===== src/hdl/taylor_exp_approximation_defines.svh =====
// Assertion macros used by the top-level RTL.
`ifndef TAYLOR_EXP_APPROXIMATION_DEFINES_SVH
`define TAYLOR_EXP_APPROXIMATION_DEFINES_SVH
`ifndef SYNTH
`define TEA_ASSERT_IMPL(label, clk, rst_n, a, c) \
    label: assert property (@(posedge clk) disable iff (!rst_n) (a) |-> (c)) \
        else $error("assertion failed");
`define TEA_ASSERT_NEXT(label, clk, rst_n, a, c) \
    label: assert property (@(posedge clk) disable iff (!rst_n) (a) |=> (c)) \
        else $error("assertion failed");
`else
`define TEA_ASSERT_IMPL(label, clk, rst_n, a, c)
`define TEA_ASSERT_NEXT(label, clk, rst_n, a, c)
`endif
`endif


===== src/hdl/tea_pkg.sv =====
`default_nettype none
package tea_pkg;
    localparam int unsigned WORD_W = 64;
    localparam int unsigned PROD_W = 128;
    localparam logic signed [WORD_W-1:0] SMAX = {1'b0, {(WORD_W-1){1'b1}}};
    localparam logic signed [WORD_W-1:0] SMIN = {1'b1, {(WORD_W-1){1'b0}}};
    typedef struct packed {
        logic start;
        logic busy;
    } tea_ctl_t;
endpackage
`default_nettype wire


===== src/hdl/tea_mul.sv =====
`default_nettype none
module tea_mul (
    input  wire logic                        clk,
    input  wire logic                        rst_n,
    input  wire logic                        start,
    input  wire logic [tea_pkg::WORD_W-1:0]  a,
    input  wire logic [tea_pkg::WORD_W-1:0]  b,
    output logic                             done,
    output logic [tea_pkg::PROD_W-1:0]       prod
);
    import tea_pkg::*;
    logic [PROD_W-1:0] acc_reg;
    logic [WORD_W-1:0] a_reg;
    logic [WORD_W-1:0] b_reg;
    logic [6:0]        cnt_reg;
    logic              busy_reg;
    logic [PROD_W-1:0] add_w;
    assign add_w = b_reg[0] ? acc_reg + {a_reg, {WORD_W{1'b0}}} : acc_reg;
    always_ff @(posedge clk or negedge rst_n)
    begin
        if (!rst_n)
        begin
            busy_reg <= 1'b0;
            cnt_reg  <= '0;
            done     <= 1'b0;
        end
        else
        begin
            done <= 1'b0;
            if (start)
            begin
                busy_reg <= 1'b1;
                cnt_reg  <= 7'(WORD_W);
            end
            else if (busy_reg)
            begin
                cnt_reg <= cnt_reg - 7'd1;
                if (cnt_reg == 7'd1)
                begin
                    busy_reg <= 1'b0;
                    done     <= 1'b1;
                end
            end
        end
    end
    always_ff @(posedge clk)
    begin
        if (start)
        begin
            acc_reg <= '0;
            a_reg   <= a;
            b_reg   <= b;
        end
        else if (busy_reg)
        begin
            acc_reg <= {1'b0, add_w[PROD_W-1:1]};
            b_reg   <= {1'b0, b_reg[WORD_W-1:1]};
        end
    end
    assign prod = acc_reg;
endmodule
`default_nettype wire


===== src/hdl/tea_div.sv =====
`default_nettype none
module tea_div (
    input  wire logic                        clk,
    input  wire logic                        rst_n,
    input  wire logic                        start,
    input  wire logic [tea_pkg::PROD_W-1:0]  num,
    input  wire logic [tea_pkg::WORD_W-1:0]  den,
    output logic                             done,
    output logic [tea_pkg::PROD_W-1:0]       quo
);
    import tea_pkg::*;
    logic [PROD_W-1:0] q_reg;
    logic [WORD_W:0]   r_reg;
    logic [WORD_W-1:0] d_reg;
    logic [7:0]        cnt_reg;
    logic              busy_reg;
    logic [WORD_W:0]   sh;
    logic [WORD_W:0]   df;
    assign sh = {r_reg[WORD_W-1:0], q_reg[PROD_W-1]};
    assign df = sh - {1'b0, d_reg};
    always_ff @(posedge clk or negedge rst_n)
    begin
        if (!rst_n)
        begin
            busy_reg <= 1'b0;
            cnt_reg  <= '0;
            done     <= 1'b0;
        end
        else
        begin
            done <= 1'b0;
            if (start)
            begin
                busy_reg <= 1'b1;
                cnt_reg  <= 8'(PROD_W);
            end
            else if (busy_reg)
            begin
                cnt_reg <= cnt_reg - 8'd1;
                if (cnt_reg == 8'd1)
                begin
                    busy_reg <= 1'b0;
                    done     <= 1'b1;
                end
            end
        end
    end
    always_ff @(posedge clk)
    begin
        if (start)
        begin
            q_reg <= num;
            r_reg <= '0;
            d_reg <= den;
        end
        else if (busy_reg)
        begin
            if (!df[WORD_W])
            begin
                r_reg <= df;
                q_reg <= {q_reg[PROD_W-2:0], 1'b1};
            end
            else
            begin
                r_reg <= sh;
                q_reg <= {q_reg[PROD_W-2:0], 1'b0};
            end
        end
    end
    assign quo = q_reg;
endmodule
`default_nettype wire


===== src/hdl/tea_seq.sv =====
`default_nettype none
module tea_seq #(
    parameter int MAX_DEGREE = 255,
    parameter int FRAC_BITS  = 16
) (
    input  wire logic                               clk,
    input  wire logic                               rst_n,
    input  wire logic                               start,
    input  wire logic signed [22:0]                 x_in,
    input  wire logic [7:0]                         deg_in,
    input  wire logic                               recip_in,
    output logic                                    done,
    output logic signed [tea_pkg::WORD_W-1:0]       res,
    output logic                                    ovf
);
    import tea_pkg::*;
    typedef enum logic [2:0] {S_IDLE, S_MUL, S_DIV, S_ACC, S_RDIV, S_FIN} state_t;
    localparam logic [WORD_W-1:0] ONE = WORD_W'(1) << FRAC_BITS;
    localparam logic [PROD_W-1:0] RNUM = PROD_W'(1) << (2*FRAC_BITS);
    state_t            state_reg;
    logic signed [WORD_W-1:0] term_reg, sum_reg, x_reg;
    logic [7:0]        k_reg, n_reg;
    logic              neg_reg, recip_reg, ovf_reg, done_reg;
    logic              mstart, dstart, mdone, ddone;
    logic [PROD_W-1:0] prod, quo, dnum;
    logic [WORD_W-1:0] tm, xm, dden;
    logic signed [WORD_W-1:0] nt, ns;
    logic              nto, nso;
    tea_ctl_t          mctl;
    assign tm = term_reg[WORD_W-1] ? WORD_W'(-term_reg) : term_reg;
    assign xm = x_reg[WORD_W-1] ? WORD_W'(-x_reg) : x_reg;
    assign mctl.start = (state_reg == S_IDLE) && start && !(deg_in == 8'd0);
    assign mctl.busy = (state_reg == S_MUL);
    assign dnum = (state_reg == S_RDIV) ? RNUM : prod;
    assign dden = (state_reg == S_RDIV) ? ((sum_reg > 0) ? sum_reg : WORD_W'(1))
                                        : WORD_W'({k_reg}) << FRAC_BITS;
    tea_mul u_mul (.clk(clk), .rst_n(rst_n), .start(mstart), .a(tm), .b(xm),
                   .done(mdone), .prod(prod));
    tea_div u_div (.clk(clk), .rst_n(rst_n), .start(dstart), .num(dnum), .den(dden),
                   .done(ddone), .quo(quo));
    always_comb
    begin
        nto = 1'b0;
        nt  = '0;
        if (quo[PROD_W-1:WORD_W] != '0)
        begin
            nto = 1'b1;
            nt  = neg_reg ? SMIN : SMAX;
        end
        else if (neg_reg)
        begin
            if (quo[WORD_W-1:0] > {1'b1, {(WORD_W-1){1'b0}}})
            begin
                nto = 1'b1;
                nt  = SMIN;
            end
            else
            begin
                nt = -$signed(quo[WORD_W-1:0]);
            end
        end
        else if (quo[WORD_W-1])
        begin
            nto = 1'b1;
            nt  = SMAX;
        end
        else
        begin
            nt = $signed(quo[WORD_W-1:0]);
        end
        ns  = sum_reg + term_reg;
        nso = (sum_reg[WORD_W-1] == term_reg[WORD_W-1]) && (ns[WORD_W-1] != sum_reg[WORD_W-1]);
        if (nso)
        begin
            ns = term_reg[WORD_W-1] ? SMIN : SMAX;
        end
    end
    always_ff @(posedge clk or negedge rst_n)
    begin
        if (!rst_n)
        begin
            state_reg <= S_IDLE;
            done_reg  <= 1'b0;
            mstart    <= 1'b0;
            dstart    <= 1'b0;
        end
        else
        begin
            done_reg <= 1'b0;
            mstart   <= 1'b0;
            dstart   <= 1'b0;
            unique case (state_reg)
                S_IDLE:
                begin
                    if (start)
                    begin
                        x_reg     <= (recip_in && x_in < 0) ? -WORD_W'(x_in) : WORD_W'(x_in);
                        n_reg     <= (deg_in > 8'(MAX_DEGREE)) ? 8'(MAX_DEGREE) : deg_in;
                        recip_reg <= recip_in;
                        term_reg  <= ONE;
                        sum_reg   <= ONE;
                        k_reg     <= 8'd1;
                        ovf_reg   <= 1'b0;
                        if (deg_in == 8'd0)
                        begin
                            state_reg <= S_FIN;
                        end
                        else
                        begin
                            mstart    <= 1'b1;
                            state_reg <= S_MUL;
                        end
                    end
                end
                S_MUL:
                begin
                    neg_reg <= term_reg[WORD_W-1] ^ x_reg[WORD_W-1];
                    if (mdone)
                    begin
                        dstart    <= 1'b1;
                        state_reg <= S_DIV;
                    end
                end
                S_DIV:
                begin
                    if (ddone && !dstart)
                    begin
                        term_reg  <= nt;
                        ovf_reg   <= ovf_reg | nto;
                        state_reg <= S_ACC;
                    end
                end
                S_ACC:
                begin
                    if (term_reg == '0)
                    begin
                        state_reg <= recip_reg ? S_RDIV : S_FIN;
                        dstart    <= recip_reg;
                    end
                    else
                    begin
                        sum_reg <= ns;
                        ovf_reg <= ovf_reg | nso;
                        if (k_reg == n_reg)
                        begin
                            state_reg <= recip_reg ? S_RDIV : S_FIN;
                            dstart    <= recip_reg;
                        end
                        else
                        begin
                            k_reg     <= k_reg + 8'd1;
                            mstart    <= 1'b1;
                            state_reg <= S_MUL;
                        end
                    end
                end
                S_RDIV:
                begin
                    if (ddone && !dstart)
                    begin
                        sum_reg   <= $signed(quo[WORD_W-1:0]);
                        state_reg <= S_FIN;
                    end
                end
                S_FIN:
                begin
                    done_reg  <= 1'b1;
                    state_reg <= S_IDLE;
                end
                default: state_reg <= S_IDLE;
            endcase
        end
    end
    assign done = done_reg;
    assign res  = sum_reg;
    assign ovf  = ovf_reg | (mctl.start & mctl.busy);
endmodule
`default_nettype wire


===== src/hdl/taylor_exp_approximation.sv =====
// Taylor-series exp approximation, Q6.16 in, Q47.16 out.
// Input stream s_axis: x_value, degree, reciprocal_mode in tdata.
// Output stream m_axis: approx_value and overflow_flag in tdata.
// One item is in work at a time; s_axis_tready is high only when the
// sequencer is idle. Each term runs a bit-serial multiply and a restoring
// divide, and reciprocal mode adds one more restoring divide at the end;
// a term that reaches zero ends the series early. The degree N is at most 255.
// The result waits in an output register; a stalled receiver holds it
// while the next input transaction is already taken and computed.
// A new result is presented on m_axis only after the held one was taken.
// Reset clears the state registers and the busy, pending and valid flags; the block is ready right after.
`default_nettype none
`include "taylor_exp_approximation_defines.svh"
module taylor_exp_approximation #(
    parameter int MAX_DEGREE = 255,
    parameter int FRAC_BITS  = 16
) (
    input  wire logic        clk,
    input  wire logic        rst_n,
    input  wire logic        s_axis_tvalid,
    output logic             s_axis_tready,
    input  wire logic [31:0] s_axis_tdata,  // x_value[22:0], degree[30:23], reciprocal_mode[31]
    output logic             m_axis_tvalid,
    input  wire logic        m_axis_tready,
    output logic [71:0]      m_axis_tdata   // approx_value[63:0], overflow_flag[64], zeros
);
    import tea_pkg::*;
    logic busy_reg, pend_reg, ov_reg, sdone, sovf, go, load;
    logic signed [WORD_W-1:0] sres;
    logic [WORD_W-1:0] out_reg;
    logic [WORD_W-1:0] pv_reg;
    logic pf_reg;
    assign s_axis_tready = !busy_reg;
    assign go = s_axis_tvalid && s_axis_tready;
    assign load = (!m_axis_tvalid || m_axis_tready) && (pend_reg || sdone);
    tea_seq #(.MAX_DEGREE(MAX_DEGREE), .FRAC_BITS(FRAC_BITS)) u_seq (
        .clk(clk), .rst_n(rst_n), .start(go),
        .x_in($signed(s_axis_tdata[22:0])), .deg_in(s_axis_tdata[30:23]),
        .recip_in(s_axis_tdata[31]), .done(sdone), .res(sres), .ovf(sovf));
    always_ff @(posedge clk or negedge rst_n)
    begin
        if (!rst_n)
        begin
            busy_reg      <= 1'b0;
            pend_reg      <= 1'b0;
            m_axis_tvalid <= 1'b0;
        end
        else
        begin
            if (go)
            begin
                busy_reg <= 1'b1;
            end
            else if (load)
            begin
                busy_reg <= 1'b0;
            end
            if (sdone && !load)
            begin
                pend_reg <= 1'b1;
                pv_reg   <= sres;
                pf_reg   <= sovf;
            end
            if (load)
            begin
                m_axis_tvalid <= 1'b1;
                out_reg       <= sdone ? sres : pv_reg;
                ov_reg        <= sdone ? sovf : pf_reg;
                pend_reg      <= 1'b0;
            end
            else if (m_axis_tvalid && m_axis_tready)
            begin
                m_axis_tvalid <= 1'b0;
            end
        end
    end
    assign m_axis_tdata = {7'd0, ov_reg, out_reg};
    `TEA_ASSERT_NEXT(a_busy_after_go, clk, rst_n, go, !s_axis_tready)
    `TEA_ASSERT_IMPL(a_no_accept_pending, clk, rst_n, pend_reg, !s_axis_tready)
    `TEA_ASSERT_IMPL(a_done_when_busy, clk, rst_n, sdone, busy_reg)
endmodule
`default_nettype wire


===== config.mk =====
export PLATFORM = sky130hd
export DESIGN_NAME = taylor_exp_approximation
export DESIGN_NICKNAME = d
export VERILOG_FILES = /design/src/hdl/tea_pkg.sv /design/src/hdl/tea_mul.sv /design/src/hdl/tea_div.sv /design/src/hdl/tea_seq.sv /design/src/hdl/taylor_exp_approximation.sv
export VERILOG_INCLUDE_DIRS = /design/src /design/src/hdl
export SDC_FILE = /design/constraint.sdc
export NUM_CORES = 2
export LEC_CHECK = 0
export CAP_MARGIN = 10
export CORE_MARGIN = 1.5
export CORE_UTILIZATION = 50
export CTS_CLUSTER_DIAMETER = 200
export CTS_CLUSTER_SIZE = 28
export DETAILED_ROUTE_END_ITERATION = 10
export DONT_BUFFER_PORTS = 1
export MAX_ROUTING_LAYER = met4
export PLACE_DENSITY = 0.72
export SLEW_MARGIN = 20
export SYNTH_ARGS = -nofsm -noshare
export SYNTH_HDL_FRONTEND = slang
export SYNTH_HIERARCHICAL = 1
export SYNTH_SLANG_ARGS = --single-unit

===== constraint.sdc =====
create_clock -name clk -period 5.9 [get_ports clk]
set_input_delay 0.885 -clock clk [delete_from_list [all_inputs] [get_ports clk]]
set_output_delay 0.885 -clock clk [all_outputs]
set_load 0.005 [all_outputs]

==> results_dict.tcl <==
set metrics [dict create \
    timing.rr.end "u_seq/res[56]$_DFFE_PP_" \
    fmax_mhz 190 \
    drive_gt1_frac 0.0858 \
    setup_tns_ns 0 \
    hp-class "in2async" \
    fin_skew_ns 0.0412 \
    hold_violations 0 \
    clk_latency_ns 0.64 \
    area_growth_syn_to_layout_pct 3.35 \
    hold_ws_ns 0.0668 \
    synth_area_um2 51100 \
    route.detailed.drc 0 \
    fin_nets 5071 \
    wl_per_cell_um 22.8 \
    relSlewSlack 0.271 \
    pin_count 110 \
    drt_pass1_iterations 6 \
    async_flop_share 0.0332 \
    cts_root_buf "clkbuf_16" \
    synth.area.top_cells "edfxtp_1 37%, dfxtp_1 7.5%, ha_1 5.7%, mux2_2 5.0%, xnor2_1 3.5%" \
    critical_path_peak_fanout 9 \
    port_buffers 0 \
    numCtsBuffers 36 \
    vias 38100 \
    cap_violations 0 \
    setup_viol 0 \
    grtUsageTotal 0.272 \
    period_needed_ns 5.25 \
    cts_sinks 844 \
    worstPathArrival_ns 5.67 \
    clkTransAtPathRegs_ns 0.13 \
    reg2reg_depth 19 \
    rrSetupSlack_ns 0.65 \
    antenna_found_initial 8 \
    core_um2 102000 \
    path_cells "ha_1, a21oi_1, o21ai_0, a221oi_1, o21ai_0, buf_4, a21oi_1, o21ai_0, a31oi_1, a31oi_1, a31oi_1, fa_1, nand3_1, nand2_1, buf_12, a21oi_1, or3b_2, mux2i_1, nor3_1" \
    grt_pass1_wl_mm 213 \
    overflow 0 \
    worst_pin_slew_ns 1.09 \
    fillers 9133 \
    vias_per_cell 6.15 \
    ys.flop_type "edfxtp_1" \
    rows 117 \
    ys_seq_area_frac 0.455 \
    netlist_instances 5037 \
    largest_reg_flops 128 \
    cp_slowest_cell "edfxtp_1" \
    crit_path_end_kind "register" \
    final_max_slew_viol_count 0 \
    yosys.area.top_type_share 0.367 \
    die_h_um 323 \
    crit_required_ns 6.32 \
    synth.distinct_cells 107 \
    initial_core_util 0.503 \
    dieArea_um2 104000 \
    syn_area_per_cell_um2 10.2 \
    worstSetupStartpointType "register" \
    irDropWorstVdd_mv 0.453 \
    p_per_area_nw_per_um2 381 \
    die-width_um 323 \
    synth_edf_count 625 \
    clockBufferDepth 3 \
    status "completed" \
    p_leak_nw 20.2 \
    synth-seq-cells 844 \
    synth.largest_area_cell "edfxtp_1" \
    grt_pass1_vias 35300 \
    crit_type "reg2reg" \
    dp_hpwl_mm 104 \
    ys_warn_count 6 \
    ant_nets 0 \
    routed_wl_mm 142 \
    crit_family "compound AO/OA/AOI/OAI gates" \
    cp_num_buf_inv 2 \
    max_stage_delay_ns 0.49 \
    cts_tree "done" \
    period_share 0.891 \
    drtIter0Drc 3943 \
    grt_setup_unrepaired "false" \
    htreeDepth 2 \
    grt_max_degree 134 \
    r2r_start "u_seq/res[14]$_DFFE_PP_" \
    gp_congestion 0.993 \
]
[metal layers]
metal  track usage  wire length [µm]
met1         0.372             62400
met2         0.420             63900
met3        0.0296              9640
met4        0.0944              5520
met5             -                 0
[power breakdown]
part	switching (mW)	internal, mW	total (mW)	leakage [nW]
clock	1.90	1.22	3.12	0.507
combinational	4.55	3.43	7.98	12.0
sequential	1.17	7.86	9.02	7.68
total	7.62	12.5	20.1	20.2
[metrics by stage]
| stage | util | setup WS, ns | instances | area (µm²) | power (mW) |
|---|---|---|---|---|---|
| 3_3_place_gp | 0.509 | 0.853 | 6125 | 51700 | 16.8 |
| 6_report | 0.520 | 0.646 | 6196 | 52900 | 20.1 |
| 4_1_cts | 0.520 | 0.766 | 6192 | 52800 | 20.1 |
| 2_1_floorplan | - | 0.786 | 5044 | 51200 | 15.4 |
| 5_1_grt | 0.520 | 0.356 | 6196 | 52900 | 21.4 |
| 3_5_place_dp | 0.509 | 0.803 | 6125 | 51700 | 17.0 |
[logic make-up after synthesis]
logic type               Yosys count  share of synthesized area
AO/OA/AOI/OAI                   1172                      0.150
AND/OR/NAND/NOR                 1559                      0.150
other                              3                   0.000220
XOR/XNOR                         298                     0.0510
buffers and inverters            503                     0.0458
multiplexers                     419                     0.0883
adder cells (fa/ha/maj)          239                     0.0591
flip-flops                       844                      0.455
[repair_timing]
item | 4_1_cts | 5_1_grt
hold buffers | 1 | 0
endpoints found under the hold margin | 28 | 0
gates resized for setup | 0 | 0
buffers inserted | 0 | 0
[how the worst max path moves through the flow]
| stage | depth (start not counted) | start | endpoint | slack (ns) |
|---|---|---|---|---|
| final | 19 | u_seq/res[14]$_DFFE_PP_ | u_seq/res[56]$_DFFE_PP_ | 0.65 |
| after global routing | 19 | u_seq/res[4]$_DFFE_PP_ | u_seq/res[56]$_DFFE_PP_ | 0.36 |
| after detailed placement | 19 | u_seq/res[10]$_DFFE_PP_ | u_seq/res[56]$_DFFE_PP_ | 0.80 |
| after global placement | 19 | u_seq/term_reg[4]$_SDFFCE_PN0P_ | u_seq/res[56]$_DFFE_PP_ | 0.85 |
| after floorplan | 5 | u_seq/dstart$_DFF_PN0_ | u_seq/u_div/r_reg[63]$_SDFFE_PP0P_ | 0.79 |
| after CTS | 19 | u_seq/res[14]$_DFFE_PP_ | u_seq/res[56]$_DFFE_PP_ | 0.77 |
[Yosys cell counts (77+ instances only)]
master,count
ha_1,235
and2_1,145
a21o_1,106
nor2_1,402
xnor2_1,203
o21ai_0,279
mux2_2,226
dfxtp_1,191
nor3_1,118
xor2_1,95
inv_1,151
nand2_1,413
a211oi_1,87
clkbuf_1,230
edfxtp_1,625
a21oi_1,299
buf_4,77
mux2i_1,164
and3_1,86
[cell type report]
type / count / area [µm²] / area share
multi-input cells: 3697 / 25600 / 0.484
flip-flops and latches: 844 / 23300 / 0.441
well taps: 1368 / 1710 / 0.0324
clock buffers: 63 / 1020 / 0.0194
inverters: 154 / 581 / 0.0110
repair buffers: 63 / 573 / 0.0108
clock inverters: 3 / 47.5 / 0.000900
diodes: 4 / 10.0 / 0.000189
[layout by cell type (no fill, tap or decap), drive strengths merged, types with 25 or more instances in the layout]
cell,count
edfxtp,625
nand2,413
nor2,403
o21ai,302
a21oi,299
mux2,255
ha,235
xnor2,203
dfxtp,191
mux2i,164
inv,153
and2,147
nor3,119
a21o,106
xor2,95
a211oi,91
and3,86
nand3,72
nor4,70
buf,63
clkbuf,63
nand4,58
or3,46
a31oi,46
o31ai,43
o21bai,42
nor2b,31
a22oi,28
dfrtp,28
or4,25
[worst register-to-register path, cell delays in order (launching register included)]
cell	delay, ns
edfxtp_1	0.49
ha_1	0.47
a21oi_1	0.28
o21ai_0	0.14
a221oi_1	0.22
o21ai_0	0.16
buf_4	0.18
a21oi_1	0.37
o21ai_0	0.33
a31oi_1	0.30
a31oi_1	0.13
a31oi_1	0.23
fa_1	0.46
nand3_1	0.14
nand2_1	0.11
buf_12	0.16
a21oi_1	0.19
or3b_2	0.47
mux2i_1	0.14
nor3_1	0.05
Note: power is estimated with default switching activity, not from simulation.
